**src/rtl/core/isp_pkg.sv**
```systemverilog
// Shared types, constants and helper functions of the iSLIP strict-priority scheduler.
`timescale 1ns / 1ps
package isp_pkg;

  // Port and priority counts
  localparam int unsigned NUM_INPUTS     = 4;
  localparam int unsigned NUM_OUTPUTS    = 4;
  localparam int unsigned NUM_PRIORITIES = 4;

  // Derived widths
  localparam int unsigned IW = $clog2(NUM_INPUTS);
  localparam int unsigned OW = $clog2(NUM_OUTPUTS);
  localparam int unsigned PW = (NUM_PRIORITIES > 1) ? $clog2(NUM_PRIORITIES) : 1;
  localparam int unsigned XW = (IW > OW) ? IW : OW;
  localparam int unsigned NQ = NUM_INPUTS * NUM_OUTPUTS * NUM_PRIORITIES;
  localparam int unsigned QW = $clog2(NQ);
  localparam int unsigned CW = 8;

  // Fixed field widths
  localparam int unsigned FW   = 2;
  localparam int unsigned ITW  = 3;
  localparam int unsigned CIXW = 1;

  typedef enum logic {
    CMD_ENQUEUE = 1'b0,
    CMD_ARBITRATE = 1'b1
  } command_t;

  typedef enum logic [1:0] {
    ST_QUEUED  = 2'd0,
    ST_DROPPED = 2'd1,
    ST_MATCH   = 2'd2,
    ST_NOMATCH = 2'd3
  } status_t;

  typedef enum logic [CIXW-1:0] {
    REG_ITERATION_COUNT = 1'b0,
    REG_QUEUE_LIMIT     = 1'b1
  } reg_index_t;

  typedef enum logic [2:0] {
    S_IDLE,
    S_ENQ,
    S_GRANT,
    S_ACCEPT,
    S_DEC,
    S_EMIT,
    S_FINISH
  } state_t;

  typedef struct packed {
    status_t         status;
    logic [FW-1:0]   match_input;
    logic [FW-1:0]   match_output;
    logic [FW-1:0]   match_priority;
    logic            last;
  } result_t;

  typedef struct packed {
    logic          found;
    logic [IW-1:0] idx;
  } pick_in_t;

  typedef struct packed {
    logic          found;
    logic [OW-1:0] idx;
  } pick_out_t;

  // Flat index of one virtual output queue counter
  function automatic logic [QW-1:0] qidx(input int unsigned i, input int unsigned o,
                                         input int unsigned p);
    return QW'((i * NUM_OUTPUTS + o) * NUM_PRIORITIES + p);
  endfunction

  // Round-robin pick over inputs, first requester at or after start
  function automatic pick_in_t rr_pick_in(input logic [NUM_INPUTS-1:0] req,
                                          input logic [IW-1:0] start);
    pick_in_t r;
    int unsigned k;
    r = '0;
    for (int s = NUM_INPUTS - 1; s >= 0; s--) begin
      k = int'(start) + s;
      if (k >= NUM_INPUTS) k = k - NUM_INPUTS;
      if (req[k]) begin
        r.found = 1'b1;
        r.idx   = IW'(k);
      end
    end
    return r;
  endfunction

  // Round-robin pick over outputs, first requester at or after start
  function automatic pick_out_t rr_pick_out(input logic [NUM_OUTPUTS-1:0] req,
                                            input logic [OW-1:0] start);
    pick_out_t r;
    int unsigned k;
    r = '0;
    for (int s = NUM_OUTPUTS - 1; s >= 0; s--) begin
      k = int'(start) + s;
      if (k >= NUM_OUTPUTS) k = k - NUM_OUTPUTS;
      if (req[k]) begin
        r.found = 1'b1;
        r.idx   = OW'(k);
      end
    end
    return r;
  endfunction

endpackage

```
**src/rtl/core/isp_if.sv**
```systemverilog
// Channel interfaces of the scheduler: command input, result output, register writes.
`timescale 1ns / 1ps
interface isp_in_if;
  logic       valid;
  logic       ready;
  logic       command;
  logic [1:0] in_port;
  logic [1:0] out_port;
  logic [1:0] priority_req;
  modport source (output valid, command, in_port, out_port, priority_req, input ready);
  modport sink (input valid, command, in_port, out_port, priority_req, output ready);
endinterface

interface isp_out_if;
  logic       valid;
  logic       ready;
  logic [1:0] status;
  logic [1:0] match_input;
  logic [1:0] match_output;
  logic [1:0] match_priority;
  logic       last;
  modport source (output valid, status, match_input, match_output, match_priority, last,
                  input ready);
  modport sink (input valid, status, match_input, match_output, match_priority, last,
                output ready);
endinterface

interface isp_cfg_if;
  logic       valid;
  logic       ready;
  logic       index;
  logic [7:0] data;
  modport source (output valid, index, data, input ready);
  modport sink (input valid, index, data, output ready);
endinterface

```
**src/rtl/core/islip_strict_priority_scheduler.sv**
```systemverilog
// Top level: iSLIP crossbar scheduler with strict-priority VOQ counters.
// Enqueue: the result is registered from S_ENQ; the next input is taken once back in S_IDLE.
// Arbitrate: per iteration the outputs are walked in S_GRANT and the inputs in S_ACCEPT,
//   with S_DEC and S_EMIT per match, then S_FINISH and S_IDLE before the next input transfer.
// A full result register stalls enqueue, finish and, with a match pending, emit until it drains.
// Synchronous active-low reset clears pointers, nonempty flags and control, sets config defaults only.
`timescale 1ns / 1ps
module islip_strict_priority_scheduler (
  input  logic      clk,
  input  logic      rst_n,
  isp_in_if.sink    in_ch,
  isp_out_if.source out_ch,
  isp_cfg_if.sink   cfg_ch
);
  import isp_pkg::*;

  state_t state_r, state_nxt;
  logic [XW-1:0] cnt_r, cnt_nxt;
  logic [ITW-1:0] it_r, it_nxt;
  logic [ITW-1:0] iter_cnt_r;
  logic [CW-1:0] limit_r;
  logic [NUM_INPUTS-1:0] in_busy_r, in_busy_nxt;
  logic [NUM_OUTPUTS-1:0] out_busy_r, out_busy_nxt;
  logic [NUM_OUTPUTS-1:0] gv_r, gv_nxt;
  logic [IW-1:0] gnt_r [NUM_OUTPUTS];
  logic [IW-1:0] gnt_nxt [NUM_OUTPUTS];
  logic [IW-1:0] gptr_r [NUM_OUTPUTS];
  logic [IW-1:0] gptr_nxt [NUM_OUTPUTS];
  logic [OW-1:0] aptr_r [NUM_INPUTS];
  logic [OW-1:0] aptr_nxt [NUM_INPUTS];
  logic [NQ-1:0] nz_r, nz_nxt;
  logic [QW-1:0] q_r, q_nxt, rd_addr;
  logic [CW-1:0] rd_r;
  logic [CW-1:0] mem [NQ];
  logic mem_we;
  logic [CW-1:0] mem_wd;
  logic [FW-1:0] eq_in_r, eq_in_nxt, eq_out_r, eq_out_nxt, eq_pr_r, eq_pr_nxt;
  logic [IW-1:0] mi_r, mi_nxt;
  logic [OW-1:0] mo_r, mo_nxt;
  logic [PW-1:0] sp_r, sp_nxt;
  logic pend_v_r, pend_v_nxt;
  result_t pend_r, pend_nxt;
  logic out_v_r, out_v_nxt;
  result_t out_r, out_nxt;

  // Combinational helpers
  logic can_emit;
  logic [OW-1:0] cur_o;
  logic [IW-1:0] cur_i;
  logic [NUM_INPUTS-1:0] g_req, g_best;
  logic [NUM_OUTPUTS-1:0] a_req;
  pick_in_t g_pick;
  pick_out_t a_pick;
  logic [PW-1:0] sel_p;
  logic [CW-1:0] cur_cnt;
  logic in_range;
  state_t adv_state;
  logic [XW-1:0] adv_cnt;
  logic [ITW-1:0] adv_it;

  assign can_emit = !out_v_r || out_ch.ready;
  assign cur_o = cnt_r[OW-1:0];
  assign cur_i = cnt_r[IW-1:0];
  assign in_ch.ready = (state_r == S_IDLE);
  assign cfg_ch.ready = 1'b1;
  assign out_ch.valid = out_v_r;
  assign out_ch.status = out_r.status;
  assign out_ch.match_input = out_r.match_input;
  assign out_ch.match_output = out_r.match_output;
  assign out_ch.match_priority = out_r.match_priority;
  assign out_ch.last = out_r.last;

  // Grant side: lowest nonempty priority among free inputs, then round robin
  always_comb begin
    g_best = '0;
    for (int p = NUM_PRIORITIES - 1; p >= 0; p--) begin
      for (int i = 0; i < NUM_INPUTS; i++) begin
        g_req[i] = nz_r[qidx(i, cur_o, p)] & !in_busy_r[i];
      end
      if (|g_req) g_best = g_req;
    end
    g_pick = rr_pick_in(g_best, gptr_r[cur_o]);
  end

  // Accept side: granting free outputs, round robin from accept pointer
  always_comb begin
    for (int o = 0; o < NUM_OUTPUTS; o++) begin
      a_req[o] = gv_r[o] && (gnt_r[o] == cur_i) && !out_busy_r[o];
    end
    a_pick = rr_pick_out(a_req, aptr_r[cur_i]);
    sel_p = '0;
    for (int p = NUM_PRIORITIES - 1; p >= 0; p--) begin
      if (nz_r[qidx(cur_i, a_pick.idx, p)]) sel_p = PW'(p);
    end
  end

  // Step to next input, next iteration or finish
  always_comb begin
    adv_state = S_ACCEPT;
    adv_cnt = cnt_r + XW'(1);
    adv_it = it_r;
    if (cur_i == IW'(NUM_INPUTS - 1)) begin
      adv_cnt = '0;
      if (it_r + ITW'(1) == iter_cnt_r) begin
        adv_state = S_FINISH;
      end else begin
        adv_state = S_GRANT;
        adv_it = it_r + ITW'(1);
      end
    end
  end

  assign cur_cnt = nz_r[q_r] ? rd_r : '0;
  assign in_range = (3'(eq_in_r) < 3'(NUM_INPUTS)) && (3'(eq_out_r) < 3'(NUM_OUTPUTS)) &&
                    (3'(eq_pr_r) < 3'(NUM_PRIORITIES));

  // Sequencer: next state and outputs
  always_comb begin
    state_nxt = state_r;
    cnt_nxt = cnt_r;
    it_nxt = it_r;
    in_busy_nxt = in_busy_r;
    out_busy_nxt = out_busy_r;
    gv_nxt = gv_r;
    gnt_nxt = gnt_r;
    gptr_nxt = gptr_r;
    aptr_nxt = aptr_r;
    nz_nxt = nz_r;
    q_nxt = q_r;
    rd_addr = q_r;
    mem_we = 1'b0;
    mem_wd = '0;
    eq_in_nxt = eq_in_r;
    eq_out_nxt = eq_out_r;
    eq_pr_nxt = eq_pr_r;
    mi_nxt = mi_r;
    mo_nxt = mo_r;
    sp_nxt = sp_r;
    pend_v_nxt = pend_v_r;
    pend_nxt = pend_r;
    out_v_nxt = out_v_r;
    out_nxt = out_r;
    if (out_v_r && out_ch.ready) out_v_nxt = 1'b0;

    unique case (state_r)
      S_IDLE: begin
        if (in_ch.valid) begin
          if (in_ch.command == CMD_ARBITRATE) begin
            in_busy_nxt = '0;
            out_busy_nxt = '0;
            gv_nxt = '0;
            it_nxt = '0;
            cnt_nxt = '0;
            pend_v_nxt = 1'b0;
            state_nxt = (iter_cnt_r == '0) ? S_FINISH : S_GRANT;
          end else begin
            eq_in_nxt = in_ch.in_port;
            eq_out_nxt = in_ch.out_port;
            eq_pr_nxt = in_ch.priority_req;
            q_nxt = qidx(in_ch.in_port, in_ch.out_port, in_ch.priority_req);
            rd_addr = q_nxt;
            state_nxt = S_ENQ;
          end
        end
      end
      S_ENQ: begin
        if (can_emit) begin
          out_v_nxt = 1'b1;
          out_nxt = '{ST_DROPPED, eq_in_r, eq_out_r, eq_pr_r, 1'b1};
          if (in_range && cur_cnt < limit_r) begin
            mem_we = 1'b1;
            mem_wd = cur_cnt + CW'(1);
            nz_nxt[q_r] = 1'b1;
            out_nxt.status = ST_QUEUED;
          end
          state_nxt = S_IDLE;
        end
      end
      S_GRANT: begin
        gv_nxt[cur_o] = 1'b0;
        if (!out_busy_r[cur_o] && g_pick.found) begin
          gv_nxt[cur_o] = 1'b1;
          gnt_nxt[cur_o] = g_pick.idx;
        end
        cnt_nxt = cnt_r + XW'(1);
        if (cur_o == OW'(NUM_OUTPUTS - 1)) begin
          cnt_nxt = '0;
          state_nxt = S_ACCEPT;
        end
      end
      S_ACCEPT: begin
        if (!in_busy_r[cur_i] && a_pick.found) begin
          in_busy_nxt[cur_i] = 1'b1;
          out_busy_nxt[a_pick.idx] = 1'b1;
          if (it_r == '0) begin
            gptr_nxt[a_pick.idx] = (cur_i == IW'(NUM_INPUTS - 1)) ? '0 : cur_i + IW'(1);
            aptr_nxt[cur_i] = (a_pick.idx == OW'(NUM_OUTPUTS - 1)) ? '0 :
                              a_pick.idx + OW'(1);
          end
          mi_nxt = cur_i;
          mo_nxt = a_pick.idx;
          sp_nxt = sel_p;
          q_nxt = qidx(cur_i, a_pick.idx, sel_p);
          rd_addr = q_nxt;
          state_nxt = S_DEC;
        end else begin
          state_nxt = adv_state;
          cnt_nxt = adv_cnt;
          it_nxt = adv_it;
        end
      end
      S_DEC: begin
        mem_we = 1'b1;
        mem_wd = rd_r - CW'(1);
        if (rd_r == CW'(1)) nz_nxt[q_r] = 1'b0;
        state_nxt = S_EMIT;
      end
      S_EMIT: begin
        if (!pend_v_r || can_emit) begin
          if (pend_v_r) begin
            out_v_nxt = 1'b1;
            out_nxt = pend_r;
            out_nxt.last = 1'b0;
          end
          pend_v_nxt = 1'b1;
          pend_nxt = '{ST_MATCH, FW'(mi_r), FW'(mo_r), FW'(sp_r), 1'b1};
          state_nxt = adv_state;
          cnt_nxt = adv_cnt;
          it_nxt = adv_it;
        end
      end
      S_FINISH: begin
        if (can_emit) begin
          out_v_nxt = 1'b1;
          out_nxt = pend_v_r ? pend_r : '{ST_NOMATCH, '0, '0, '0, 1'b1};
          pend_v_nxt = 1'b0;
          state_nxt = S_IDLE;
        end
      end
      default: state_nxt = S_IDLE;
    endcase
  end

  // State register
  always_ff @(posedge clk) begin
    if (!rst_n) begin
      state_r <= S_IDLE;
    end else begin
      state_r <= state_nxt;
    end
  end

  // Control registers and configuration
  always_ff @(posedge clk) begin
    if (!rst_n) begin
      cnt_r <= '0;
      it_r <= '0;
      in_busy_r <= '0;
      out_busy_r <= '0;
      gv_r <= '0;
      nz_r <= '0;
      pend_v_r <= 1'b0;
      out_v_r <= 1'b0;
      iter_cnt_r <= ITW'(1);
      limit_r <= CW'(255);
      for (int o = 0; o < NUM_OUTPUTS; o++) gptr_r[o] <= '0;
      for (int i = 0; i < NUM_INPUTS; i++) aptr_r[i] <= '0;
    end else begin
      cnt_r <= cnt_nxt;
      it_r <= it_nxt;
      in_busy_r <= in_busy_nxt;
      out_busy_r <= out_busy_nxt;
      gv_r <= gv_nxt;
      nz_r <= nz_nxt;
      pend_v_r <= pend_v_nxt;
      out_v_r <= out_v_nxt;
      gptr_r <= gptr_nxt;
      aptr_r <= aptr_nxt;
      if (cfg_ch.valid) begin
        unique case (cfg_ch.index)
          REG_ITERATION_COUNT: iter_cnt_r <= cfg_ch.data[ITW-1:0];
          REG_QUEUE_LIMIT:     limit_r <= cfg_ch.data;
          default: ;
        endcase
      end
    end
  end

  // Payload registers
  always_ff @(posedge clk) begin
    gnt_r <= gnt_nxt;
    q_r <= q_nxt;
    eq_in_r <= eq_in_nxt;
    eq_out_r <= eq_out_nxt;
    eq_pr_r <= eq_pr_nxt;
    mi_r <= mi_nxt;
    mo_r <= mo_nxt;
    sp_r <= sp_nxt;
    pend_r <= pend_nxt;
    out_r <= out_nxt;
  end

  // Counter memory, registered read
  always_ff @(posedge clk) begin
    if (mem_we) mem[q_r] <= mem_wd;
    rd_r <= mem[rd_addr];
  end

  // Checks
  a_dec_nonempty: assert property (@(posedge clk) disable iff (!rst_n)
    (state_r == S_DEC) |-> nz_r[q_r])
    else $error("decrement of an empty queue counter");

  a_busy_pairs: assert property (@(posedge clk) disable iff (!rst_n)
    $countones(in_busy_r) == $countones(out_busy_r))
    else $error("matched inputs and outputs differ in number");

  a_nomatch_last: assert property (@(posedge clk) disable iff (!rst_n)
    (out_v_r && out_r.status == ST_NOMATCH) |-> out_r.last)
    else $error("no-match result without last");

  a_reset_idle: assert property (@(posedge clk)
    !rst_n |=> (state_r == S_IDLE) && !out_v_r)
    else $error("sequencer not idle after reset");

endmodule
```
**src/flat_wrapper.sv**
```systemverilog
// flat-port wrapper written by rule: the top's interface ports become plain ports
module islip_strict_priority_scheduler_flat import isp_pkg::*;
  (clk, rst_n, in_ch_valid, in_ch_command, in_ch_in_port, in_ch_out_port, in_ch_priority_req, in_ch_ready, out_ch_valid, out_ch_status, out_ch_match_input, out_ch_match_output, out_ch_match_priority, out_ch_last, out_ch_ready, cfg_ch_valid, cfg_ch_index, cfg_ch_data, cfg_ch_ready);
  isp_in_if in_ch_i ();
  isp_out_if out_ch_i ();
  isp_cfg_if cfg_ch_i ();
  input  logic clk;
  input  logic rst_n;
  input wire logic [$bits(in_ch_i.valid)-1:0] in_ch_valid;
  input wire logic [$bits(in_ch_i.command)-1:0] in_ch_command;
  input wire logic [$bits(in_ch_i.in_port)-1:0] in_ch_in_port;
  input wire logic [$bits(in_ch_i.out_port)-1:0] in_ch_out_port;
  input wire logic [$bits(in_ch_i.priority_req)-1:0] in_ch_priority_req;
  output wire logic [$bits(in_ch_i.ready)-1:0] in_ch_ready;
  output wire logic [$bits(out_ch_i.valid)-1:0] out_ch_valid;
  output wire logic [$bits(out_ch_i.status)-1:0] out_ch_status;
  output wire logic [$bits(out_ch_i.match_input)-1:0] out_ch_match_input;
  output wire logic [$bits(out_ch_i.match_output)-1:0] out_ch_match_output;
  output wire logic [$bits(out_ch_i.match_priority)-1:0] out_ch_match_priority;
  output wire logic [$bits(out_ch_i.last)-1:0] out_ch_last;
  input wire logic [$bits(out_ch_i.ready)-1:0] out_ch_ready;
  input wire logic [$bits(cfg_ch_i.valid)-1:0] cfg_ch_valid;
  input wire logic [$bits(cfg_ch_i.index)-1:0] cfg_ch_index;
  input wire logic [$bits(cfg_ch_i.data)-1:0] cfg_ch_data;
  output wire logic [$bits(cfg_ch_i.ready)-1:0] cfg_ch_ready;
  assign in_ch_i.valid = in_ch_valid;
  assign in_ch_i.command = in_ch_command;
  assign in_ch_i.in_port = in_ch_in_port;
  assign in_ch_i.out_port = in_ch_out_port;
  assign in_ch_i.priority_req = in_ch_priority_req;
  assign in_ch_ready = in_ch_i.ready;
  assign out_ch_valid = out_ch_i.valid;
  assign out_ch_status = out_ch_i.status;
  assign out_ch_match_input = out_ch_i.match_input;
  assign out_ch_match_output = out_ch_i.match_output;
  assign out_ch_match_priority = out_ch_i.match_priority;
  assign out_ch_last = out_ch_i.last;
  assign out_ch_i.ready = out_ch_ready;
  assign cfg_ch_i.valid = cfg_ch_valid;
  assign cfg_ch_i.index = cfg_ch_index;
  assign cfg_ch_i.data = cfg_ch_data;
  assign cfg_ch_ready = cfg_ch_i.ready;
  islip_strict_priority_scheduler u_core (.clk(clk), .rst_n(rst_n), .in_ch(in_ch_i), .out_ch(out_ch_i), .cfg_ch(cfg_ch_i));
endmodule
```
**config.mk**
```make
export PLATFORM = sky130hd
export DESIGN_NAME = islip_strict_priority_scheduler_flat
export DESIGN_NICKNAME = d
export VERILOG_FILES = /design/src/rtl/core/isp_pkg.sv /design/src/rtl/core/isp_if.sv /design/src/rtl/core/islip_strict_priority_scheduler.sv /design/src/flat_wrapper.sv
export SDC_FILE = /design/constraint.sdc
export NUM_CORES = 1
export LEC_CHECK = 0
export BUFFER_PORTS_ARGS = -buffer_cell sky130_fd_sc_hd__buf_4
export CORE_MARGIN = 1.5
export CORE_UTILIZATION = 57
export DETAILED_ROUTE_END_ITERATION = 8
export PLACE_DENSITY = 0.8
export SKIP_LAST_GASP = 1
export SLEW_MARGIN = 5
export SYNTH_ARGS = -nofsm -noshare
export SYNTH_HDL_FRONTEND = slang
export SYNTH_SLANG_ARGS = --single-unit
```
**constraint.sdc**
```tcl
create_clock -name clk -period 6.8 [get_ports clk]
set_input_delay 0.68 -clock clk [delete_from_list [all_inputs] [get_ports clk]]
set_output_delay 0.68 -clock clk [all_outputs]
set_load 0.01 [all_outputs]
```
# ---- Word-level counts from Yosys, hierarchy flattened
# Memories as Yosys holds them, arrays and structs flattened. A register that Yosys moved wholly into a read port is not among the register bits.
# Cells that the tools add are included.
dict set report totals {
  mem_count 1
  romBits 0
  out_inout_bits 12
  word_cells 412
  input_bits 21
  latch_bits 0
  mem_bits_rw 512
  register_bits 154
}
dict set report classes {
  muxes 171
  n_eq_ne 26
  n_addsub 41
  n_bitwise 28
  reduce_logical 60
  n_lt_le_gt_ge 47
  shift 0
  n_mul 0
  div_mod_pow 0
}
# name words word_bits read_ports rd_clocked_by_memory_dff wr line_no
set mem_list {}
lappend mem_list {u_core.mem 64 8 1 1 1 islip_strict_priority_scheduler.sv:34} ;# logic [CW-1:0] mem [NQ];
# operator n
set op_table {}
lappend op_table {{$lt 32x3->1 const B} 8}
lappend op_table {{$mux 32} 8}
lappend op_table {{$ge 32x3->1 const B} 6}
lappend op_table {{$mux 64} 3}
lappend op_table {{$sub 32x3->32 const B} 6}
lappend op_table {{$lt 6x7->1 const B} 20}
lappend op_table {{$pmux 64 s2} 1}
lappend op_table {{$bmux 1 s6} 16}
lappend op_table {{$mux 3} 23}
lappend op_table {{$and 64x64->64} 1}
lappend op_table {{$not 64->64} 1}
lappend op_table {{$or 64x64->64} 1}
lappend op_table {{$add 6x2->6 const B} 8}
lappend op_table {{$mux 1} 47}
lappend op_table {{$mux 4} 9}
lappend op_table {{$mux 9} 4}
lappend op_table {{$mux 2} 16}
lappend op_table {{$mux 8} 4}
lappend op_table {{$pmux 9 s3} 1}
lappend op_table {{$add 6x1->6 const B} 4}
lappend op_table {{$bwmux 8} 3}
lappend op_table {{$pmux 4 s2} 3}
lappend op_table {{$bmux 1 s2} 11}
lappend op_table {{$reduce_and 5->1} 4}
lappend op_table {{other kinds (61)} 165}

# ---- Longest topological paths before layout
# Gate-level depths: netlist of the first run.
dict set report logic_depth {
  ltp_word 24
  ltp_mapped 22
  ltp_nobuf 16
}

# ---- Least setup slack after synthesis of the first run
# Ideal clock, no wire load.
dict set report synth_timing {
  kind {register -> register}
  startpoint {register u_core.q_r[0]}
  endpoint {memory u_core.mem[0][6] (data pin)}
  slack_ns 0.480
  arrival_ns 5.772
  setup_ns 0.548
  required_ns 6.252
  period_less_slack_ns 6.320
  n_path_buf 3
  stages_incl_launch_ff 20
  cell_sequence {dfxtp_1 -> buf_1 -> mux4_2 -> mux2i_1 -> o22ai_1 -> a21oi_1 -> and4_1 -> clkbuf_1 -> nor2_1 -> ha_1 -> o21a_1 -> o21a_1 -> o21a_1 -> o21ai_1 -> a21oi_1 -> nor3_1 -> nand2b_1 -> clkbuf_1 -> o221a_2 -> a21oi_1}
}
dict set report synth_between {
  elab_chain_cells 7
  elab_cells_between_ends 8
  classes_between {1 x add/sub; 1 x order compare; 6 x mux}
}
# item line_no
set synth_lines {}
lappend synth_lines {{start: declaration} islip_strict_priority_scheduler.sv:32} ;# logic [QW-1:0] q_r, q_nxt, rd_addr;
lappend synth_lines {{start signal: assignment} islip_strict_priority_scheduler.sv:292} ;# q_r <= q_nxt;
lappend synth_lines {{$bmux 1 s6 *} islip_strict_priority_scheduler.sv:113} ;# assign cur_cnt = nz_r[q_r] ? rd_r : '0;
lappend synth_lines {{$mux 1 (not written as such) *} islip_strict_priority_scheduler.sv:113}
lappend synth_lines {{$mux 8 *} islip_strict_priority_scheduler.sv:113}
lappend synth_lines {{$add 8x1->8 / $lt 8x8->1 (equally long branches)} {islip_strict_priority_scheduler.sv:172, islip_strict_priority_scheduler.sv:170}}
lappend synth_lines {{$mux 8 *} islip_strict_priority_scheduler.sv:170} ;# if (in_range && cur_cnt < limit_r) begin
lappend synth_lines {{$mux 8 *} islip_strict_priority_scheduler.sv:167} ;# if (can_emit) begin
lappend synth_lines {{$pmux 8 s2 *} islip_strict_priority_scheduler.sv:145} ;# unique case (state_r)
lappend synth_lines {{net u_core.mem_wd[6]} islip_strict_priority_scheduler.sv:36} ;# logic [CW-1:0] mem_wd;
lappend synth_lines {{end: declaration} islip_strict_priority_scheduler.sv:34}
# The timed path passes the listed nets; every way through them passes the cells marked *. The select of a mux whose other input is x is not followed.

# ---- Final worst setup path of the first run
dict set report layout_timing {
  startpoint {register u_core.cnt_r[0]}
  endpoint {register u_core.rd_r[7] (read register of u_core.mem)}
}
dict set report layout_between {
  elab_chain_cells 24
  elab_cells_between_ends 66
  classes_between {12 x add/sub; 4 x order compare; 4 x eq/ne; 35 x mux; 1 x bitwise; 10 x reduce/logical}
}
# item line_no
set layout_lines {}
lappend layout_lines {{start: declaration} islip_strict_priority_scheduler.sv:18} ;# logic [XW-1:0] cnt_r, cnt_nxt;
lappend layout_lines {{start signal: assignment} islip_strict_priority_scheduler.sv:269} ;# cnt_r <= cnt_nxt;
lappend layout_lines {{$not 2->3 (not written as such)} islip_strict_priority_scheduler.sv:90} ;# a_pick = rr_pick_out(a_req, aptr_r[cur_i]);
lappend layout_lines {{$bmux 2 s2} islip_strict_priority_scheduler.sv:90}
lappend layout_lines {{$mux 2 (not written as such) (2 in a row)} islip_strict_priority_scheduler.sv:90}
lappend layout_lines {{$add 2x2->3} isp_pkg.sv:99} ;# k = int'(start) + s;
lappend layout_lines {{$sub 32x3->32 / $ge 32x3->1 (equally long branches)} isp_pkg.sv:100} ;# if (k >= NUM_OUTPUTS) k = k - NUM_OUTPUTS;
lappend layout_lines {{$mux 32} isp_pkg.sv:100}
lappend layout_lines {{$bmux 1 s2} isp_pkg.sv:101} ;# if (req[k]) begin
lappend layout_lines {{$mux 1 (not written as such)} isp_pkg.sv:101}
lappend layout_lines {{[... 5 more ...]} -}
lappend layout_lines {{$add 6x2->6} isp_pkg.sv:72} ;# return QW'((i * NUM_OUTPUTS + o) * NUM_PRIORITIES + p);
lappend layout_lines {{$bmux 1 s6} islip_strict_priority_scheduler.sv:93} ;# if (nz_r[qidx(cur_i, a_pick.idx, p)]) sel_p = PW'(p);
lappend layout_lines {{$mux 1 (not written as such)} islip_strict_priority_scheduler.sv:93}
lappend layout_lines {{$mux 2 (4 in a row)} islip_strict_priority_scheduler.sv:93}
lappend layout_lines {{$add 6x2->6} isp_pkg.sv:72}
lappend layout_lines {{$mux 6 *} islip_strict_priority_scheduler.sv:192} ;# if (!in_busy_r[cur_i] && a_pick.found) begin
lappend layout_lines {{$pmux 6 s2 *} islip_strict_priority_scheduler.sv:145}
lappend layout_lines {{net u_core.q_nxt[2]} islip_strict_priority_scheduler.sv:32}
lappend layout_lines {{end: declaration} islip_strict_priority_scheduler.sv:33} ;# logic [CW-1:0] rd_r;
# Marks and branches as above.
# A chain may end at the register's enable or synchronous reset.

==> flow_summary_export.csv, run 1 <==
group,metric,value,unit
run_status,status,"finished, final reports clean",
grt,met1_usage,0.3898,
cells_and_area,areaGrowthSynthToFinish,11.02,%
drt,wl_per_cell,26.28,um
drt,ant_nets,0,
clock_tree,clk_path_buf_depth,3,
timing,skew,23.79,ps
timing,period_share,0.9206,
setup_path,arrival,6750,ps
pwr,leakage,11.28,nW
placed_design,dp_hpwl,53.31,mm
drt,viasPerCell,6.665,
clock_tree,clk-insertion-delay-late,620,ps
synthesis,syn-num-nets,2379,
hold_path,min_path_type,"input pin to flop",
grt,grt_pass1_vias,20268,
setup_path,cp-end-kind,"flop",
synthesis,ys_seq_elements,674,
placed_design,dpl_cell_area,30830,um^2
cells_and_area,diodes,0,
floorplanning,die-height,231.9,um
cells_and_area,fillCellCount,3728,
placed_design,place_congestion,1.028,
clock_tree,post_cts_buffers,0,
clock_tree,post_cts_resized,0,
drt,drtIter0Drc,2606,
cells_and_area,final_common_cell,"edfxtp_1",
cells_and_area,layout_common_cells,"edfxtp_1, nor2_1, mux2i_1",
clock_tree,h-tree-depth,3,
clock_tree,clock_sinks,674,
clock_tree,hold_buffers,0,
timing,tns,0,ps
synthesis,synth.yosys.seq_area_share,0.6350,
pwr,p_total,0.01357,W
clock_tree,cts_tree,"done",
synthesis,yosysWarnings,0,
floorplanning,coreArea,51510,um^2
cells_and_area,fin_cells,3085,
floorplanning,die_w,231.9,um
grt,grtUsageMet3,0.06287,
setup_path,cp_max_fo,52,
synthesis,avgSynthCellArea,12.78,um^2
floorplanning,row_count,83,
cells_and_area,drive_gt1_frac,0.1256,
grt,grt_max_degree,83,
timing,clock.fmax,0.1597,GHz
grt,use_met2,0.4875,
placed_design,placedCellCount,2960,
setup_path,slowest_stage,"a221oi_2",
synthesis,ys_async_sr_fraction,0,
synthesis,synth.distinct_cells,92,
placed_design,io_buffer_count,31,
cells_and_area,fin_util,0.6438,
grt,grt_overflow,0,
floorplanning,start_util,0.5799,
timing,relSlewSlack,0.1201,
timing,grt_setup_unrepaired,"no",
setup_path,critical_path.max_stage_delay,820,ps
timing,hold_viol,0,
pwr,ir_worst_vdd,0.0002848,V
job,drv_cap,0,
pwr,powerDensity,409.3,nW/um^2
floorplanning,die_area,53780,um^2
synthesis,syn-cell-area,29870,um^2
setup_path,crit_required,7290,ps
clock_tree,numCtsBuffers,69,
synthesis,synth_flop_cell,"edfxtp_1",
drt,drt_pass1_iterations,7,
floorplanning,ios,33,
grt,grt_pass1_wl,122.8,mm
setup_path,start_kind,"flop",
clock_tree,clkSlewWorstSetupHoldPaths,60,ps
drt,num_vias,20562,
grt,grt-busiest-layer,"met2",
grt,track_usage,0.3042,
cells_and_area,stdcell_area,33160,um^2
drt,drc_errors,0,
setup_path,path_cells,"buf_4 -> mux4_2 -> o21bai_1 -> or2_2 -> inv_2 -> o21ai_0 -> a221oi_2 -> clkinv_1 -> nand2_1 -> nor2_1 -> a32o_1 -> or4_1 -> or3_1",
cells_and_area,layout.nets,2392,
synthesis,syn-instance-count,2338,
synthesis,synth-edff-count,547,
setup_path,path_class,"flop to flop",
drt,routed_wl,81.08,mm
timing,slew_viol_final,0,
timing,worst_pin_slew,1320,ps
grt,antenna_found_initial,0,
timing,setup_viol,0,
clock_tree,cts_root_buf,"clkbuf_16",
timing,post-route-min-period,6260,ps
-- state kept, by name, summed over array words and instances, names as in the netlist, 3 cells and up, named ones only --
| name | count |
|---|---|
| u_core.it_r | 3 |
| u_core.pend_r | 6 |
| u_core.in_busy_r | 4 |
| u_core.mem | 512 |
| u_core.gptr_r | 8 |
| u_core.out_busy_r | 4 |
| u_core.iter_cnt_r | 3 |
| u_core.gv_r | 4 |
| u_core.gnt_r | 8 |
| u_core.q_r | 6 |
| u_core.limit_r | 8 |
| u_core.aptr_r | 8 |
| u_core.state_r | 3 |
| u_core.rd_r | 8 |
-- report_power, final --
group / switching [W] / leakage [nW] / internal (W)
Clock: 0.00160 / 1.13 / 0.00227
Combinational: 0.00304 / 4.10 / 0.00142
Sequential: 0.000230 / 6.05 / 0.00501
Total: 0.00487 / 11.3 / 0.00870
-- cell type report --
type	instances	area (um^2)	share of cell area
Clock buffer	87	1867	0.05629
Clock inverter	38	464.2	0.01400
Inverter	50	187.7	0.005660
Multi-Input combinational cell	1475	10110	0.3050
Sequential cell	674	18970	0.5720
Tap cell	680	850.8	0.02566
Timing Repair Buffer	81	708.2	0.02136
-- metrics by stage --
stage                     hold WS [ps]  setup WS (ps)
final                            261.8          539.9
after global routing             250.3          344.9
after detailed placement         409.9          663.8
after CTS                        235.0          653.4
after floorplan                  400.3          479.6
after global placement           403.7          639.8
-- path summary, 6_finish.rpt --
check             slack [ps]  depth (start not counted)                   from                end
setup / recovery         540                         13        u_core.cnt_r[0]     u_core.rd_r[7]
hold / removal           260                          1  in_ch_priority_req[0]  u_core.eq_pr_r[0]
hold reg to reg          420                          0         u_core.mo_r[0]   u_core.pend_r[3]
setup reg to reg         540                         13        u_core.cnt_r[0]     u_core.rd_r[7]
-- cells by family after synthesis --
| family | after synthesis | synth area share |
|---|---|---|
| buf+inv | 189 | 0.02949 |
| mux | 294 | 0.1152 |
| flops | 674 | 0.6350 |
| compound gates | 509 | 0.1111 |
| simple gates | 637 | 0.09655 |
| fa+ha+maj | 20 | 0.008378 |
| other cells | 1 | 0.0001255 |
| xor+xnor | 14 | 0.004105 |
-- Yosys cell counts (31+ instances only) --
master	count	area (um^2)
nor2_1	238	893.4
clkbuf_1	75	281.5
mux2_2	36	405.4
a31oi_1	62	387.9
nor3_1	62	310.3
dfxtp_1	127	2542
a21oi_1	126	630.6
o21ai_0	107	535.5
nand2_1	174	653.1
mux4_2	31	698.2
o22ai_1	38	237.7
nand3_1	51	255.2
edfxtp_1	547	16430
inv_1	43	161.4
mux2i_1	196	1962
-- layer usage --
| metal | share of wire | up-vias |
|---|---|---|
| li1 | - | 8955 |
| met4 | 0.055 | 0 |
| met3 | 0.097 | 284 |
| met2 | 0.48 | 1304 |
| met5 | 0 | - |
| met1 | 0.37 | 10019 |
-- worst max-delay path: cells and delay by family (launching register included) --
family / cells / cell delay, ps
mux: 1 / 580
compound gates: 4 / 1670
simple gates: 5 / 2050
flops: 1 / 440
buf+inv: 3 / 1330
Power figures use the tool's default switching activity.
==> run 2, diff against run 1 <==
--- a/config.mk
+++ b/config.mk
@@ -6,10 +6,12 @@
 export NUM_CORES = 1
 export LEC_CHECK = 0
 export BUFFER_PORTS_ARGS = -buffer_cell sky130_fd_sc_hd__buf_4
+export CAP_MARGIN = 10
 export CORE_MARGIN = 1.5
 export CORE_UTILIZATION = 57
 export DETAILED_ROUTE_END_ITERATION = 8
 export PLACE_DENSITY = 0.8
+export RECOVER_POWER = 50
 export SKIP_LAST_GASP = 1
 export SLEW_MARGIN = 5
 export SYNTH_ARGS = -nofsm -noshare
==> flow_summary_export.csv, run 2 (same netlist as run 1, synthesis figures left out) <==
group,metric,value,unit
setup_path,crit_required,7290,ps
floorplanning,die_w,231.9,um
drt,viasPerCell,6.674,
drt,wl_met3,8.022,mm
grt,grt_overflow,0,
drt,drc_errors,0,
clock_tree,numCtsBuffers,69,
job,drv_cap,5,
timing,tns,0,ps
cells_and_area,layout.nets,2392,
drt,drt_pass1_iterations,6,
grt,grt_pass1_vias,20268,
clock_tree,post_cts_buffers,0,
grt,grt_pass1_wl,122.8,mm
timing,period_share,0.9425,
timing,slew_viol_final,130,
floorplanning,die_area,53780,um^2
drt,drtIter0Drc,2713,
setup_path,path_cells,"buf_4 -> mux4_2 -> o21bai_1 -> or2_2 -> inv_2 -> o21ai_0 -> a221oi_2 -> clkinv_1 -> nand2_1 -> nor2_1 -> a32o_1 -> or4_1 -> or3_1",
timing,skew,28.24,ps
setup_path,critical_path.max_stage_delay,830,ps
drt,dr_wl_met2,38.76,mm
clock_tree,clkSlewWorstSetupHoldPaths,60,ps
placed_design,placedCellCount,2960,
floorplanning,coreArea,51510,um^2
cells_and_area,diodes,0,
timing,worst_pin_slew,2414,ps
setup_path,cp_max_fo,52,
cells_and_area,largest_reg_flops,512,
floorplanning,row_count,83,
timing,grt_setup_unrepaired,"no",
drt,ant_nets,0,
grt,grt_max_degree,83,
timing,setup_viol,0,
cells_and_area,fillCellCount,3773,
timing,hold_viol,0,
run_status,violations,"max-capacitance violations, max-slew violations",
timing,relSlewSlack,-0.6090,
grt,track_usage,0.3042,
drt,routed_wl,81.17,mm
floorplanning,die-height,231.9,um
timing,postLayoutSetupSlackWorst,391.1,ps
clock_tree,hold_buffers,0,
pwr,powerDensity,410.4,nW/um^2
setup_path,worstPathBufferInverterCount,3,
cells_and_area,final_common_cell,"edfxtp_1",
floorplanning,ios,33,
clock_tree,cts_root_buf,"clkbuf_16",
setup_path,path_class,"flop to flop",
clock_tree,clk_path_buf_depth,3,
timing,post-route-min-period,6409,ps
placed_design,io_buffer_count,31,
clock_tree,clk-insertion-delay-late,620,ps
placed_design,dp_hpwl,53.31,mm
drt,wl_per_cell,26.31,um
cells_and_area,layout_common_cells,"edfxtp_1, nor2_1, mux2i_1",
placed_design,place_congestion,1.028,
setup_path,crit_family,"simple AND/OR/NAND/NOR gates",
clock_tree,post_cts_resized,0,
pwr,ir_worst_vdd,0.0002863,V
drt,num_vias,20589,
hold_path,min_path_type,"input pin to flop",
cells_and_area,top_register,"u_core.mem",
setup_path,cp-end-kind,"flop",
cells_and_area,areaGrowthSynthToFinish,10.55,%
setup_path,slowest_stage,"a221oi_2",
clock_tree,h-tree-depth,3,
cells_and_area,drive_gt1_frac,0.1123,
clock_tree,clock_sinks,674,
timing,clock.fmax,0.1560,GHz
setup_path,start_kind,"flop",
cells_and_area,fin_cells,3085,
pwr,leakage,11.19,nW
placed_design,place_ws,663.8,ps
drt,top_layer,"met4",
setup_path,arrival,6900,ps
floorplanning,start_util,0.5799,
clock_tree,cts_tree,"done",
grt,antenna_found_initial,0,
timing,holdWs,299.4,ps
drt,met1_length,30.06,mm
run_status,status,"finished with violations",
## run 2: final timing paths
path                                       from           endpoint  slack, ps  depth (start not counted)
worst min-delay path             cfg_ch_data[2]  u_core.limit_r[2]        300                          3
worst min register to register   u_core.mo_r[0]   u_core.pend_r[3]        420                          0
worst max-delay path            u_core.cnt_r[0]     u_core.rd_r[7]        390                         13
worst max register to register  u_core.cnt_r[0]     u_core.rd_r[7]        390                         13
## run 2: per-stage QoR
stage,total power [W],instance area [um^2],util
global placement,0.009564,30830,0.5985
global route,0.01398,33020,0.6411
detailed placement,0.009654,30830,0.5985
CTS,0.01351,33160,0.6438
floorplan,0.008169,29870,-
finish,0.01355,33020,0.6411
## run 2: worst min-delay path, delay by kind of cell
| kind | cells | cell delay (ps) |
|---|---|---|
| simple gates | 1 | 40 |
| compound gates | 1 | 70 |
| buf+inv | 1 | 90 |
## run 2: where the power goes
| part | total, W | internal (W) | switching, W |
|---|---|---|---|
| clock network | 0.00388 | 0.00227 | 0.00160 |
| logic | 0.00443 | 0.00139 | 0.00304 |
| registers | 0.00524 | 0.00502 | 0.000228 |
## run 2: layer usage
metal,up-vias,global-route usage
met5,-,0
met4,0,0.1644
met3,274,0.06287
met2,1329,0.4875
met1,10043,0.3898
li1,8943,-
## run 2: cell type report
type                            instances  area [um^2]  area share
Inverter                               50        187.7    0.005684
Clock inverter                         38        464.2     0.01406
Multi-Input combinational cell       1475        10070      0.3049
Timing Repair Buffer                   81        616.8     0.01868
Sequential cell                       674        18970      0.5744
Tap cell                              680        850.8     0.02577
Clock buffer                           87         1867     0.05653
==> run 3, diff against run 2 <==
--- a/config.mk
+++ b/config.mk
@@ -10,7 +10,7 @@
 export CORE_MARGIN = 1.5
 export CORE_UTILIZATION = 57
 export DETAILED_ROUTE_END_ITERATION = 8
-export PLACE_DENSITY = 0.8
+export PLACE_DENSITY = 0.76
 export RECOVER_POWER = 50
 export SKIP_LAST_GASP = 1
 export SLEW_MARGIN = 5
==> flow_summary_export.csv, run 3 (same netlist as run 1, synthesis figures left out) <==
group,metric,value,unit
pwr,powerDensity,403.8,nW/um^2
run_status,status,"finished with violations",
grt,grt_pass1_wl,121.2,mm
timing,holdWs,289.3,ps
setup_path,path_class,"flop to flop",
placed_design,dp_hpwl,51.36,mm
cells_and_area,layout_common_cells,"edfxtp_1, nor2_1, mux2i_1",
setup_path,cp_max_fo,23,
grt,grt_overflow,0,
floorplanning,start_util,0.5799,
placed_design,place_congestion,1.026,
clock_tree,clkSlewWorstSetupHoldPaths,60,ps
cells_and_area,drive_gt1_frac,0.1127,
cells_and_area,fillCellCount,3805,
grt,grt_pass1_vias,20140,
cells_and_area,layout.nets,2411,
drt,ant_nets,0,
drt,wl_per_cell,25.88,um
floorplanning,coreArea,51510,um^2
cells_and_area,areaGrowthSynthToFinish,10.18,%
clock_tree,clk-insertion-delay-late,620,ps
setup_path,r2r_start,"u_core.q_r[1]",
pwr,seqPwrFrac,0.395,
drt,drtIter0Drc,2959,
setup_path,critical_path.max_stage_delay,1120,ps
timing,slew_viol_final,51,
setup_path,path_cells,"mux2_2 -> a22oi_1 -> nor2b_1 -> o31ai_1 -> and4_1 -> nor2_1 -> ha_1 -> o21a_1 -> o21a_1 -> o21a_1 -> o21ai_0 -> a21oi_1 -> nor3_1 -> clkbuf_1 -> o21ai_0 -> buf_4 -> nor2_1 -> buf_4",
setup_path,arrival,6720,ps
hold_path,min_path_type,"input pin to flop",
clock_tree,clock_sinks,674,
cells_and_area,diodes,0,
grt,grt_max_degree,65,
pwr,pwr-share-clk,0.267,
setup_path,reg2regPathDepth,18,
job,drv_cap,1,
cells_and_area,final_common_cell,"edfxtp_1",
cells_and_area,stdcell_area,32910,um^2
timing,skew,27.88,ps
drt,drt_pass1_iterations,6,
pwr,intPower,0.008407,W
setup_path,rrSetupSlack,440,ps
setup_path,worst-path-stages,18,
setup_path,worstPathBufferInverterCount,3,
timing,tns,0,ps
timing,period_share,0.9356,
floorplanning,die_area,53780,um^2
run_status,violations,"max-capacitance violations, max-slew violations",
drt,routed_wl,80.27,mm
clock_tree,post_cts_resized,0,
pwr,p_switching,0.004882,W
placed_design,dpl_cell_area,31000,um^2
setup_path,cpMostUsedCell,"o21a_1",
clock_tree,h-tree-depth,3,
drt,viasPerCell,6.666,
setup_path,slowest_stage,"o21ai_0",
floorplanning,die_w,231.9,um
cells_and_area,top_register,"u_core.mem",
clock_tree,hold_buffers,0,
timing,post-route-min-period,6362,ps
setup_path,crit_end,"u_core.mem[51][4]",
timing,relSlewSlack,-0.3493,
setup_path,crit_required,7160,ps
floorplanning,die-height,231.9,um
grt,track_usage,0.2998,
setup_path,setup.worst_path.start,"u_core.q_r[1]",
clock_tree,cts_tree,"done",
floorplanning,row_count,83,
pwr,comb_power_share,0.338,
pwr,switching_share,0.3674,
clock_tree,cts_root_buf,"clkbuf_16",
setup_path,cp-end-kind,"flop",
timing,hold_viol,0,
timing,postLayoutSetupSlackWorst,437.6,ps
clock_tree,post_cts_buffers,0,
floorplanning,ios,33,
drt,drc_errors,0,
cells_and_area,largest_reg_flops,512,
drt,num_vias,20678,
timing,setup_viol,0,
setup_path,crit_family,"compound AO/OA/AOI/OAI gates",
pwr,ir_worst_vdd,0.0004241,V
placed_design,place_ws,805.8,ps
timing,grt_setup_unrepaired,"no",
placed_design,io_buffer_count,31,
clock_tree,numCtsBuffers,70,
setup_path,start_kind,"flop",
timing,worst_pin_slew,2024,ps
clock_tree,clk_path_buf_depth,3,
timing,clock.fmax,0.1572,GHz
setup_path,worstReg2RegEnd,"u_core.mem[51][4]",
pwr,leakage,11.14,nW
grt,antenna_found_initial,2,
[run 3: cell types whose count changed in the layout (fill, tap and decap cells not counted), moves of 3 or more]
cell | before | now
clkbuf_1 | 36 | 48
bufinv_16 | 8 | 0
buf_4 | 48 | 54
clkinv_1 | 13 | 19
o21ai_2 | 0 | 5
clkbuf_4 | 0 | 4
clkinv_2 | 9 | 5
clkbuf_8 | 3 | 6
inv_6 | 3 | 0
o21ai_1 | 9 | 6
[run 3: how the worst min path moves through the flow]
stage | start | to | slack, ps | depth (start not counted)
6_report | in_ch_in_port[0] | u_core.eq_in_r[0] | 290 | 1
5_1_grt | in_ch_in_port[0] | u_core.eq_in_r[0] | 270 | 1
3_5_place_dp | u_core.mi_r[0] | u_core.pend_r[5] | 410 | 0
2_1_floorplan | u_core.sp_r[0] | u_core.pend_r[1] | 400 | 0
4_1_cts | in_ch_in_port[0] | u_core.eq_in_r[0] | 240 | 1
3_3_place_gp | u_core.mo_r[1] | u_core.pend_r[4] | 400 | 0
[run 3: stage by stage]
| stage | instances | total power, W | utilization |
|---|---|---|---|
| 3_5_place_dp | 2978 | 0.009754 | 0.6018 |
| 2_1_floorplan | 2338 | 0.008169 | - |
| 3_3_place_gp | 2978 | 0.009673 | 0.6018 |
| 4_1_cts | 3102 | 0.01327 | 0.6427 |
| 5_1_grt | 3102 | 0.01373 | 0.6389 |
| 6_report | 3102 | 0.01329 | 0.6389 |
[run 3: cell type report]
cell class                      instances  area, um^2  share of cell area
Clock buffer                           95        1933             0.05874
Clock inverter                         29       173.9            0.005285
Inverter                               50       187.7            0.005703
Multi-Input combinational cell       1475       10090              0.3067
Sequential cell                       674       18970              0.5764
Tap cell                              680       850.8             0.02585
Timing Repair Buffer                   99       701.9             0.02133
[run 3: power groups by stage]
stage	combinational, W	clock (W)	sequential [W]
floorplan	0.00298	0	0.00519
global placement	0.00436	0	0.00531
detailed placement	0.00444	0	0.00531
CTS	0.00446	0.00358	0.00523
global route	0.00471	0.00376	0.00526
finish	0.00449	0.00355	0.00525
[run 3: layer usage]
layer / part of all wire / vias up / GRT usage
met5: 0.00032 / - / 0
met4: 0.057 / 4 / 0.1603
met3: 0.11 / 288 / 0.06471
met2: 0.47 / 1344 / 0.4799
met1: 0.36 / 10087 / 0.3835
li1: - / 8955 / -
[run 3: worst reg2reg max path, stage by stage, from the launching register on]
cell and delay, ps:
dfxtp_1 1100, mux2_2 430, a22oi_1 140, nor2b_1 60, o31ai_1 510, and4_1 530, nor2_1 160, ha_1 320
o21a_1 120, o21a_1 110, o21a_1 90, o21ai_0 60, a21oi_1 360, nor3_1 120, clkbuf_1 260, o21ai_0 1120
buf_4 360, nor2_1 70, buf_4 190
